--- config.mk ---
export PLATFORM = sky130hd
export DESIGN_NAME = one_shot_timer_queue
export DESIGN_NICKNAME = d
export VERILOG_FILES = /design/src/design/otq_pkg.sv /design/src/design/otq_alu.sv /design/src/design/otq_mem.sv /design/src/design/one_shot_timer_queue.sv
export SDC_FILE = /design/constraint.sdc
export NUM_CORES = 1
export LEC_CHECK = 0
export BUFFER_PORTS_ARGS = -buffer_cell sky130_fd_sc_hd__buf_2
export CORE_MARGIN = 1
export CORE_UTILIZATION = 60
export CTS_CLUSTER_DIAMETER = 100
export CTS_CLUSTER_SIZE = 14
export DETAILED_ROUTE_END_ITERATION = 10
export PLACE_DENSITY = 0.78
export SLEW_MARGIN = 20
export SYNTH_ARGS = -nofsm -noshare
export SYNTH_HDL_FRONTEND = slang
export SYNTH_SLANG_ARGS = --single-unit
--- constraint.sdc ---
create_clock -name clk_i -period 19.7 [get_ports clk_i]
set_input_delay 0.985 -clock clk_i [delete_from_list [all_inputs] [get_ports clk_i]]
set_output_delay 0.985 -clock clk_i [all_outputs]
set_load 0.02 [all_outputs]
--- src/design/otq_pkg.sv ---
// Shared types, widths and codes of the one-shot timer queue.
package otq_pkg;

  // Field widths fixed by the interface.
  localparam int ID_W    = 8;
  localparam int DELAY_W = 16;
  localparam int TIME_W  = 32;
  localparam int PEND_W  = 7;

  // Default list capacity.
  localparam int MAX_TASKS_DEF = 8;

  // Input operation codes.
  localparam logic OP_SCHEDULE = 1'b0;
  localparam logic OP_TICK     = 1'b1;

  // Result kind codes.
  localparam logic KIND_ACK  = 1'b0;
  localparam logic KIND_FIRE = 1'b1;

  typedef logic [PEND_W-1:0] pend_t;
  typedef logic [TIME_W-1:0] time_t;

  // Operation of the shared adder.
  typedef enum logic {
    ALU_ADD,
    ALU_SUB
  } alu_op_e;

  // One stored timer.
  typedef struct packed {
    logic [ID_W-1:0] id;
    time_t           deadline;
  } entry_t;

endpackage

--- src/design/otq_alu.sv ---
// Shared 32-bit add/subtract unit used for deadlines, the tick and the due test.
module otq_alu (
  input  otq_pkg::alu_op_e op_i,
  input  otq_pkg::time_t   a_i,
  input  otq_pkg::time_t   b_i,
  output otq_pkg::time_t   res_o
);

  // Modulo 2^32 sum or difference.
  always_comb begin
    unique case (op_i)
      otq_pkg::ALU_ADD: res_o = a_i + b_i;
      otq_pkg::ALU_SUB: res_o = a_i - b_i;
      default:          res_o = a_i + b_i;
    endcase
  end

endmodule

--- src/design/otq_mem.sv ---
// Timer list storage: one write port and one registered read port.
module otq_mem #(
  parameter int DEPTH = otq_pkg::MAX_TASKS_DEF
) (
  input  logic                                     clk_i,
  input  logic                                     we_i,
  input  logic [((DEPTH > 1) ? $clog2(DEPTH) : 1)-1:0] waddr_i,
  input  otq_pkg::entry_t                          wdata_i,
  input  logic                                     re_i,
  input  logic [((DEPTH > 1) ? $clog2(DEPTH) : 1)-1:0] raddr_i,
  output otq_pkg::entry_t                          rdata_o
);

  otq_pkg::entry_t mem_q [DEPTH];

  // Write port.
  always_ff @(posedge clk_i) begin
    if (we_i) begin
      mem_q[waddr_i] <= wdata_i;
    end
  end

  // Registered read port; the data holds while no read is issued.
  always_ff @(posedge clk_i) begin
    if (re_i) begin
      rdata_o <= mem_q[raddr_i];
    end
  end

endmodule

--- src/design/one_shot_timer_queue.sv ---
// Top level of the one-shot timer queue: sequencer, counters and output register.
//
// Usage: the input channel takes one beat per operation. A schedule beat stores
// task_id with deadline now + delay_ms if a slot is free and yields one
// acknowledgement beat (accepted = 0 when the list is full). A tick beat advances
// the millisecond counter and yields one report beat per due task, in list order,
// the final one with last = 1; a tick with nothing due yields no beat.
// Every result carries the number of timers still waiting after that operation.
// Timing: the block takes one operation at a time. A schedule moves to the S_ACK
// state, which registers its acknowledgement once the output register is free and
// then frees the input. A tick makes a first pass over the stored timers that
// counts the due timers, and, when any are due, a second pass that reports and
// compacts; both passes are set by the single read port of the list memory and
// the one shared subtractor. A receiver that stalls holds the second pass in
// place until the pending report is taken.
// Reset clears the counter and empties the list; no clearing pass is needed.
module one_shot_timer_queue #(
  parameter int MAX_TASKS = otq_pkg::MAX_TASKS_DEF
) (
  input  logic                        clk_i,
  input  logic                        rst_ni,
  input  logic                        in_valid_i,
  output logic                        in_ready_o,
  input  logic                        operation_i,
  input  logic [otq_pkg::ID_W-1:0]    task_id_i,
  input  logic [otq_pkg::DELAY_W-1:0] delay_ms_i,
  output logic                        out_valid_o,
  input  logic                        out_ready_i,
  output logic                        kind_o,
  output logic                        accepted_o,
  output logic [otq_pkg::ID_W-1:0]    fired_id_o,
  output logic                        last_o,
  output logic [otq_pkg::PEND_W-1:0]  pending_o
);

  localparam int CNT_W = $clog2(MAX_TASKS + 1);
  localparam int IDX_W = (MAX_TASKS > 1) ? $clog2(MAX_TASKS) : 1;
  localparam logic [CNT_W-1:0] MAX_CNT = CNT_W'(MAX_TASKS);
  localparam logic [CNT_W-1:0] ONE_CNT = CNT_W'(1);

  // Sequencer states.
  localparam logic [2:0] S_IDLE = 3'd0;
  localparam logic [2:0] S_ACK  = 3'd1;
  localparam logic [2:0] S_CNT  = 3'd2;
  localparam logic [2:0] S_RD   = 3'd3;
  localparam logic [2:0] S_EV   = 3'd4;

  logic [2:0]       state_q, state_d;
  otq_pkg::time_t   now_q, now_d;
  logic [CNT_W-1:0] count_q, count_d;
  logic [CNT_W-1:0] iss_q, iss_d;
  logic             rd_vld_q, rd_vld_d;
  logic [CNT_W-1:0] nfire_q, nfire_d;
  logic [CNT_W-1:0] fired_k_q, fired_k_d;
  logic [CNT_W-1:0] keep_q, keep_d;
  logic             acc_q, acc_d;
  otq_pkg::pend_t   pend_q, pend_d;

  // Output register.
  logic                     out_valid_q, out_valid_d;
  logic                     kind_q, kind_d;
  logic                     accepted_q, accepted_d;
  logic [otq_pkg::ID_W-1:0] fired_id_q, fired_id_d;
  logic                     last_q, last_d;
  otq_pkg::pend_t           pending_q, pending_d;

  // Memory and shared unit connections.
  logic             mem_we, mem_re;
  logic [IDX_W-1:0] mem_waddr, mem_raddr;
  otq_pkg::entry_t  mem_wdata, mem_rdata;
  otq_pkg::alu_op_e alu_op;
  otq_pkg::time_t   alu_a, alu_b, alu_res;

  logic out_free;
  logic due;

  otq_mem #(
    .DEPTH (MAX_TASKS)
  ) u_mem (
    .clk_i   (clk_i),
    .we_i    (mem_we),
    .waddr_i (mem_waddr),
    .wdata_i (mem_wdata),
    .re_i    (mem_re),
    .raddr_i (mem_raddr),
    .rdata_o (mem_rdata)
  );

  otq_alu u_alu (
    .op_i  (alu_op),
    .a_i   (alu_a),
    .b_i   (alu_b),
    .res_o (alu_res)
  );

  assign out_free   = !out_valid_q || out_ready_i;
  assign due        = !alu_res[otq_pkg::TIME_W-1];
  assign in_ready_o = (state_q == S_IDLE);

  // Operand selection for the shared unit.
  always_comb begin
    alu_op = otq_pkg::ALU_SUB;
    alu_a  = now_q;
    alu_b  = mem_rdata.deadline;
    if (state_q == S_IDLE) begin
      alu_op = otq_pkg::ALU_ADD;
      if (operation_i == otq_pkg::OP_TICK) begin
        alu_b = otq_pkg::time_t'(1);
      end else begin
        alu_b = otq_pkg::time_t'(delay_ms_i);
      end
    end
  end

  // Sequencer.
  always_comb begin
    state_d     = state_q;
    now_d       = now_q;
    count_d     = count_q;
    iss_d       = iss_q;
    rd_vld_d    = 1'b0;
    nfire_d     = nfire_q;
    fired_k_d   = fired_k_q;
    keep_d      = keep_q;
    acc_d       = acc_q;
    pend_d      = pend_q;
    mem_we      = 1'b0;
    mem_waddr   = count_q[IDX_W-1:0];
    mem_wdata   = '{id: task_id_i, deadline: alu_res};
    mem_re      = 1'b0;
    mem_raddr   = iss_q[IDX_W-1:0];
    out_valid_d = out_valid_q && !out_ready_i;
    kind_d      = kind_q;
    accepted_d  = accepted_q;
    fired_id_d  = fired_id_q;
    last_d      = last_q;
    pending_d   = pending_q;

    unique case (state_q)
      S_IDLE: begin
        if (in_valid_i) begin
          if (operation_i == otq_pkg::OP_SCHEDULE) begin
            acc_d = (count_q < MAX_CNT);
            if (count_q < MAX_CNT) begin
              mem_we  = 1'b1;
              count_d = count_q + ONE_CNT;
            end
            state_d = S_ACK;
          end else begin
            now_d   = alu_res;
            iss_d   = '0;
            nfire_d = '0;
            if (count_q != '0) begin
              state_d = S_CNT;
            end
          end
        end
      end

      S_ACK: begin
        if (out_free) begin
          out_valid_d = 1'b1;
          kind_d      = otq_pkg::KIND_ACK;
          accepted_d  = acc_q;
          fired_id_d  = '0;
          last_d      = 1'b1;
          pending_d   = otq_pkg::pend_t'(count_q);
          state_d     = S_IDLE;
        end
      end

      // First pass: count the due timers, one read issued per cycle.
      S_CNT: begin
        if (iss_q != count_q) begin
          mem_re   = 1'b1;
          iss_d    = iss_q + ONE_CNT;
          rd_vld_d = 1'b1;
        end
        if (rd_vld_q && due) begin
          nfire_d = nfire_q + ONE_CNT;
        end
        if (iss_q == count_q && !rd_vld_q) begin
          if (nfire_q == '0) begin
            state_d = S_IDLE;
          end else begin
            pend_d    = otq_pkg::pend_t'(count_q - nfire_q);
            iss_d     = '0;
            keep_d    = '0;
            fired_k_d = '0;
            state_d   = S_RD;
          end
        end
      end

      // Second pass: read the next entry, or close the pass.
      S_RD: begin
        if (iss_q == count_q) begin
          count_d = keep_q;
          state_d = S_IDLE;
        end else begin
          mem_re  = 1'b1;
          state_d = S_EV;
        end
      end

      // Second pass: report a due entry or move a survivor down.
      S_EV: begin
        if (due) begin
          if (out_free) begin
            out_valid_d = 1'b1;
            kind_d      = otq_pkg::KIND_FIRE;
            accepted_d  = 1'b0;
            fired_id_d  = mem_rdata.id;
            last_d      = (fired_k_q + ONE_CNT == nfire_q);
            pending_d   = pend_q;
            fired_k_d   = fired_k_q + ONE_CNT;
            iss_d       = iss_q + ONE_CNT;
            state_d     = S_RD;
          end
        end else begin
          mem_we    = 1'b1;
          mem_waddr = keep_q[IDX_W-1:0];
          mem_wdata = mem_rdata;
          keep_d    = keep_q + ONE_CNT;
          iss_d     = iss_q + ONE_CNT;
          state_d   = S_RD;
        end
      end

      default: begin
        state_d = S_IDLE;
      end
    endcase
  end

  // Control registers.
  always_ff @(posedge clk_i or negedge rst_ni) begin
    if (!rst_ni) begin
      state_q     <= S_IDLE;
      now_q       <= '0;
      count_q     <= '0;
      iss_q       <= '0;
      rd_vld_q    <= 1'b0;
      nfire_q     <= '0;
      fired_k_q   <= '0;
      keep_q      <= '0;
      out_valid_q <= 1'b0;
    end else begin
      state_q     <= state_d;
      now_q       <= now_d;
      count_q     <= count_d;
      iss_q       <= iss_d;
      rd_vld_q    <= rd_vld_d;
      nfire_q     <= nfire_d;
      fired_k_q   <= fired_k_d;
      keep_q      <= keep_d;
      out_valid_q <= out_valid_d;
    end
  end

  // Payload registers.
  always_ff @(posedge clk_i) begin
    acc_q      <= acc_d;
    pend_q     <= pend_d;
    kind_q     <= kind_d;
    accepted_q <= accepted_d;
    fired_id_q <= fired_id_d;
    last_q     <= last_d;
    pending_q  <= pending_d;
  end

  assign out_valid_o = out_valid_q;
  assign kind_o      = kind_q;
  assign accepted_o  = accepted_q;
  assign fired_id_o  = fired_id_q;
  assign last_o      = last_q;
  assign pending_o   = pending_q;

  // The list never holds more timers than it has slots.
  assert property (@(posedge clk_i) disable iff (!rst_ni) count_q <= MAX_CNT)
    else $error("timer count exceeds capacity");

  // Compaction never writes ahead of the entry being examined.
  assert property (@(posedge clk_i) disable iff (!rst_ni)
    (state_q == S_EV) |-> (keep_q <= iss_q) && (iss_q < count_q))
    else $error("compaction overtook the read pointer");

  // No more reports go out on a tick than the first pass counted.
  assert property (@(posedge clk_i) disable iff (!rst_ni)
    ((state_q == S_EV) && due) |-> (fired_k_q < nfire_q))
    else $error("more reports than due timers");

  // A tick over an empty list returns straight to idle.
  assert property (@(posedge clk_i) disable iff (!rst_ni)
    (in_valid_i && in_ready_o && (operation_i == otq_pkg::OP_TICK) && (count_q == '0))
    |=> in_ready_o)
    else $error("tick on empty list did not return to idle");

endmodule
# Word level (Yosys, flattened, before mapping)
# Memory sizes are Yosys's and may differ from the RTL's. A register that Yosys moved wholly into a read port is not among the register bits.
# Cells that the tools add are included.
dict set report totals {
  register_bits 83
  mem_bits_rw 320
  input_bits 29
  output_inout_bits 20
  elab_cells 147
  mem_count 1
}
dict set report classes {
  n_addsub 8
  order_cmp 1
  eq_ne 21
  n_mux 72
  bitwise 2
  n_reduce_logical 26
}
# name depth word_bits rd rd_ports_with_merged_regs write_ports line
set memory_table {}
lappend memory_table {u_mem.mem_q 8 40 1 1 1 otq_mem.sv:14} ;# otq_pkg::entry_t mem_q [DEPTH];
# cell n
set ops {}
lappend ops {{2-to-1 mux 40 bit} 2}
lappend ops {{2-to-1 mux 4 bit} 17}
lappend ops {{one-hot mux 32 bit (2 select lines)} 1}
lappend ops {{adder 32 bit} 1}
lappend ops {{2-to-1 mux 32 bit} 1}
lappend ops {{one-hot mux 4 bit (2 select lines)} 4}
lappend ops {{subtractor 32 bit} 1}
lappend ops {{2-to-1 mux 3 bit} 10}
lappend ops {{2-to-1 mux 8 bit} 3}
lappend ops {{2-to-1 mux 7 bit} 3}
lappend ops {{adder 4 x 1 -> 4 bit (second input constant)} 5}
lappend ops {{!= test 2 bit (second input constant)} 10}
lappend ops {{2-to-1 mux 1 bit} 19}
lappend ops {{2-to-1 mux 16 bit} 1}
lappend ops {{one-hot mux 8 bit (2 select lines)} 1}
lappend ops {{AND reduction 4 bit} 4}
lappend ops {{one-hot mux 3 bit (5 select lines)} 1}
lappend ops {{AND reduction 5 bit} 3}
lappend ops {{one-hot mux 7 bit (2 select lines)} 1}
lappend ops {{one-hot mux 1 bit (2 select lines)} 6}
lappend ops {{one-hot mux 4 bit (3 select lines)} 1}
lappend ops {{AND reduction 3 bit} 3}
lappend ops {{== test 4 bit} 2}
lappend ops {{nonzero test 2 bit} 4}
lappend ops {{other kinds (18)} 26}

# Logic depth before layout (Yosys ltp)
dict set report depth {
  ltp_word 8
  depth_mapped 21
  ltp_nobuf 20
}

# By module
# From an unflattened synthesis, not the netlist that was laid out.
dict set report hier_totals {
  cells_unflattened 1281
  area_unflattened_um2 20574.7
}
# module instances cells_per_inst area_each_um2 seq_area_each_um2
set by_module_without_submodules {}
lappend by_module_without_submodules {otq_mem 1 515 13571.8 10810.4}
lappend by_module_without_submodules {one_shot_timer_queue 1 425 4672.0 2087.0}
lappend by_module_without_submodules {otq_alu 1 341 2331.0 0.0}

# Worst setup path before layout
# Ideal clock, no wire load.
dict set report synth_timing {
  path_kind {in2reg}
  from {input port delay_ms_i[8] (netlist bit)}
  to {memory u_mem.mem_q[0][0] (netlist bit), enable pin}
  setup_time_ps 548
  arrival_ps 8795
  required_ps 19152
  setup_slack_ps 10357
  stages 18
  path_buffers 1
  path_cell_list {or2_2 -> a21oi_1 -> o221ai_4 -> a211o_1 -> nor4b_1 -> xor2_1 -> nor2_1 -> ha_1 -> a21o_1 -> a21o_1 -> a21oi_1 -> o31ai_1 -> a22o_1 -> o221ai_1 -> xor2_2 -> nand2_4 -> buf_2 -> o41ai_1}
}
dict set report synth_via {
  elab_chain_len 8
  elab_cells_between_ends 11
  cone_classes {add/sub (2); mux (9)}
}
# item line
set synth_rtl {}
lappend synth_rtl {{start, declared} one_shot_timer_queue.sv:26} ;# input logic [otq_pkg::DELAY_W-1:0] delay_ms_i,
lappend synth_rtl {{2-to-1 mux 16 bit *} one_shot_timer_queue.sv:107} ;# if (operation_i == otq_pkg::OP_TICK) begin
lappend synth_rtl {{2-to-1 mux 32 bit *} one_shot_timer_queue.sv:105} ;# if (state_q == S_IDLE) begin
lappend synth_rtl {{subtractor 32 bit or adder 32 bit (tied branches)} n/a}
lappend synth_rtl {{one-hot mux 32 bit (2 select lines) *} otq_alu.sv:11} ;# unique case (op_i)
lappend synth_rtl {{2-to-1 mux 1 bit} one_shot_timer_queue.sv:208} ;# if (due) begin
lappend synth_rtl {{one-hot mux 1 bit (2 select lines)} one_shot_timer_queue.sv:139} ;# unique case (state_q)
lappend synth_rtl {{2-to-1 mux 1 bit} otq_mem.sv:18} ;# if (we_i) begin
lappend synth_rtl {{2-to-1 mux 1 bit (implied by the code)} otq_mem.sv:19} ;# mem_q[waddr_i] <= wdata_i;
lappend synth_rtl {{end, declared} otq_mem.sv:14}
# Every way passes the cells marked *; elsewhere a longest branch is shown, timed or not.

# Worst setup path in the final report
dict set report layout_timing {
  from {register state_q[2]}
  to {memory u_mem.mem_q[5][5] (netlist bit), enable pin}
}
dict set report layout_via {
  elab_chain_len 8
  elab_cells_between_ends 13
  cone_classes {add/sub (2); eq/ne (1); mux (9); reduce/logical (1)}
}
# item line
set layout_rtl {}
lappend layout_rtl {{start, declared} one_shot_timer_queue.sv:48} ;# logic [2:0] state_q, state_d;
lappend layout_rtl {{start signal, assigned} one_shot_timer_queue.sv:249} ;# state_q <= state_d;
lappend layout_rtl {{zero test 3 bit} {one_shot_timer_queue.sv:105, one_shot_timer_queue.sv:139}}
lappend layout_rtl {{2-to-1 mux 32 bit} one_shot_timer_queue.sv:105}
lappend layout_rtl {{subtractor 32 bit or adder 32 bit (tied branches)} n/a}
lappend layout_rtl {{one-hot mux 32 bit (2 select lines)} otq_alu.sv:11}
lappend layout_rtl {{2-to-1 mux 1 bit} one_shot_timer_queue.sv:208}
lappend layout_rtl {{one-hot mux 1 bit (2 select lines)} one_shot_timer_queue.sv:139}
lappend layout_rtl {{2-to-1 mux 1 bit} otq_mem.sv:18}
lappend layout_rtl {{2-to-1 mux 1 bit (implied by the code)} otq_mem.sv:19}
# Parallel ways exist; a longest one is shown, timed or not.

==> flow_summary_export.csv <==
group,metric,value,unit
synth,post-synth-top-count-cell,"edfxtp_1",
grt,grt_max_degree,58,
synth,synth_edf_count,382,
critical_path,critPathLaunchType,"flip-flop",
grt,grt_overflow_total,0,
sta,tns,0,ns
critical_path,crit_path_cell_trace,"or3_4 -> inv_2 -> and4_1 -> o221ai_4 -> a211o_1 -> nor4b_1 -> xor2_1 -> nor2_1 -> ha_1 -> a21o_1 -> a21o_1 -> a21oi_1 -> o31ai_1 -> a22o_1 -> o221ai_1 -> xor2_2 -> nand2_4 -> o31ai_4 -> buf_4",
sta,hold_violations,0,
placed_design,dp_hpwl,27.19,mm
synth,ys_warn_count,0,
layout,seq_area,12910,um^2
synth,ys_top_cells_by_area,"edfxtp_1, mux4_2, dfrtp_1",
die,rows,66,
synth,ys_seq_area_share,64.32,%
clock_tree,clk_pin_slew,0.07,ns
route,vias_per_cell,6.345,
power_and_ir_drop,leakage,7.708,nW
critical_path,cp_common_cell,"a21o_1",
layout,finalNetCount,1451,
layout,areaGrowthSynthToFinish,8.967,%
critical_path,critPathCaptureType,"flip-flop",
clock_tree,root_buffer,"clkbuf_16",
synth,synth_top_area_share,57.21,%
clock_tree,cts_setup_buffers,0,
die,dieWidth,184.8,um
sta,maxClockFrequency,120.0,MHz
die,start_util,61.31,%
critical_path,cp.required,19.87,ns
route,drtIter0Drc,1106,
sta,min_period,8.332,ns
sta,slew_headroom,29.36,%
placed_design,routabilityCongestion,0.9147,
synth,syn_avg_cell_area,15.03,um^2
power_and_ir_drop,ir_drop,0.08925,mV
synth,syn_inst,1334,
clock_tree,h-tree-depth,2,
synth,synth-seq-cells,439,
job,maxCapViolations,0,
layout,fin_area,21850,um^2
die,ios,49,
critical_path,arrival,8.50,ns
layout,diodes,0,
critical_path,cp_slowest_cell,"o31ai_4",
clock_tree,clk_latency,0.54,ns
sta,finalCritPeriodShare,42.29,%
clock_tree,post_cts_resized,0,
sta,fin_worst_skew,0.01941,ns
route,vias,11630,
layout,drive_above_1_share,19.19,%
critical_path,critical_path.max_stage_delay,1.02,ns
die,die_y,184.8,um
synth,synth.distinct_cells,67,
synth,synth_top_area_cell,"edfxtp_1",
synth,synth_fp_nets,1407,
layout,fillers,2248,
die,die_area,34150,um^2
die,core,32700,um^2
clock_tree,cts.sinks,439,
grt,grt_usage,26.61,%
clock_tree,cts_hold_buf,0,
synth,syn_area,20050,um^2
layout,multiInputGateArea,6907,um^2
sta,rsz0062_at_grt,"false",
critical_path,crit_type,"flip-flop to flip-flop",
grt,antenna_found_initial,0,
sta,setup_viol,0,
placed_design,placed_cell_area,20850,um^2
sta,drv_slew,0,
min_path,holdCritPathClass,"flip-flop to flip-flop",
critical_path,crit_fanout,50,
sta,fin_hold_ws,0.4857,ns
placed_design,io_buffers,48,
grt,grt_pass1_vias,11490,
route,wire_per_inst,23.97,um
grt,grt_pass1_wl,66.72,mm
route,firstDrtPassIters,5,
synth,synth_common_cells,"edfxtp_1, nand2_1, mux4_2, nor2_1",
sta,tightest_slew,1.056,ns
status,status,"completed",
clock_tree,cts_tree,"done",
route,wirelength,43.94,mm
clock_tree,cts_made_buffers,37,
clock_tree,cts_buffer_depth,3,
power_and_ir_drop,power_density,187.3,nW/um^2
route,drc,0,
synth,ys_dominant_reg_cell,"edfxtp_1",
route,ant_nets,0,
synth,ys_async_sr_fraction,12.98,%
layout,fin_util,66.81,%
## area by class of cell
class	instances	share of cell area (%)
Clock inverter	4	0.1432
Timing Repair Buffer	64	1.649
Tap cell	442	2.531
Inverter	33	0.5669
Sequential cell	439	59.07
Clock buffer	48	4.427
Multi-Input combinational cell	803	31.61
## placed cells by master, fill, tap and decap left out, types with 31 or more instances in the layout
cell | netlist | layout
o21ai_0 | 57 | 56
nand2_1 | 125 | 125
mux2_1 | 31 | 31
inv_1 | 32 | 32
xnor2_1 | 38 | 38
mux4_2 | 80 | 80
buf_2 | 6 | 48
nor2_1 | 60 | 60
ha_1 | 42 | 42
nand3_1 | 41 | 41
clkbuf_16 | 0 | 37
mux2_2 | 53 | 53
dfrtp_1 | 57 | 54
edfxtp_1 | 382 | 382
a21oi_1 | 43 | 42
## per-layer routing
layer	up-vias	global-route usage, %	share of wire (%)
met4	0	8.926	3.1
met1	5868	39.70	44
li1	5207	-	-
met5	-	0	0
met2	468	39.52	44
met3	88	5.269	8.3
## final timing paths
check / slack (ns) / cells past startpoint / end / from
worst max-delay path: 11.37 / 19 / u_mem.mem_q[5][5] / state_q[2]
worst min-delay path: 0.49 / 2 / alu_a[9] / alu_a[9]
worst max register to register: 11.37 / 19 / u_mem.mem_q[5][5] / state_q[2]
worst min register to register: 0.49 / 2 / alu_a[9] / alu_a[9]
max in group asynchronous: 18.43 / 2 / iss_q[0] / rst_ni
min in group asynchronous: 0.65 / 2 / alu_a[23] / rst_ni
## flip-flops by register name (all words and copies together) (netlist names)
name / count
rd_vld_q: 1
u_mem.mem_q: 320
iss_q: 4
kind_o: 1
acc_q: 1
nfire_q: 4
u_mem.rdata_o: 40
pend_q: 5
count_q: 4
out_valid_o: 1
pending_o: 5
keep_q: 4
alu_a: 32
last_o: 1
fired_k_q: 4
fired_id_o: 8
state_q: 3
accepted_o: 1
## worst max-delay path, delay by kind of cell, from the launching register on
kind / cells / cell delay [ns]
AOI/OAI and AO/OA: 9 / 2.90
and+or+nand+nor: 5 / 1.97
adders and majority gates: 1 / 0.40
buffers and inverters: 2 / 1.11
DFF: 1 / 0.67
xor gates and xnor gates: 2 / 0.87
## power breakdown
group / switching [mW] / internal (mW) / total, mW
clock network: 0.309 / 0.343 / 0.653
logic: 1.13 / 0.631 / 1.76
registers: 0.165 / 1.51 / 1.68
## kinds of logic (layout without fill, tap and decap cells)
kind of cell             after synthesis  after routing  share of synthesized area, %
flip-flops                           439            439                         64.32
AND/OR/NAND/NOR                      337            337                         8.081
AO/OA/AOI/OAI                        186            186                         5.960
multiplexers                         169            169                         14.02
buffers and inverters                 92            149                         1.797
XOR/XNOR                              67             67                         3.002
adder cells (fa/ha/maj)               44             44                         2.821
## through the flow
stage                     instances  power (mW)  worst slack, ns
after global placement         1781       3.367            11.66
after global routing           1833       4.310            10.86
after CTS                      1833       4.084            11.40
final                          1833       4.092            11.37
after detailed placement       1781       3.420            11.45
after floorplan                1334       2.861            10.36
Power figures use the tool's default switching activity.
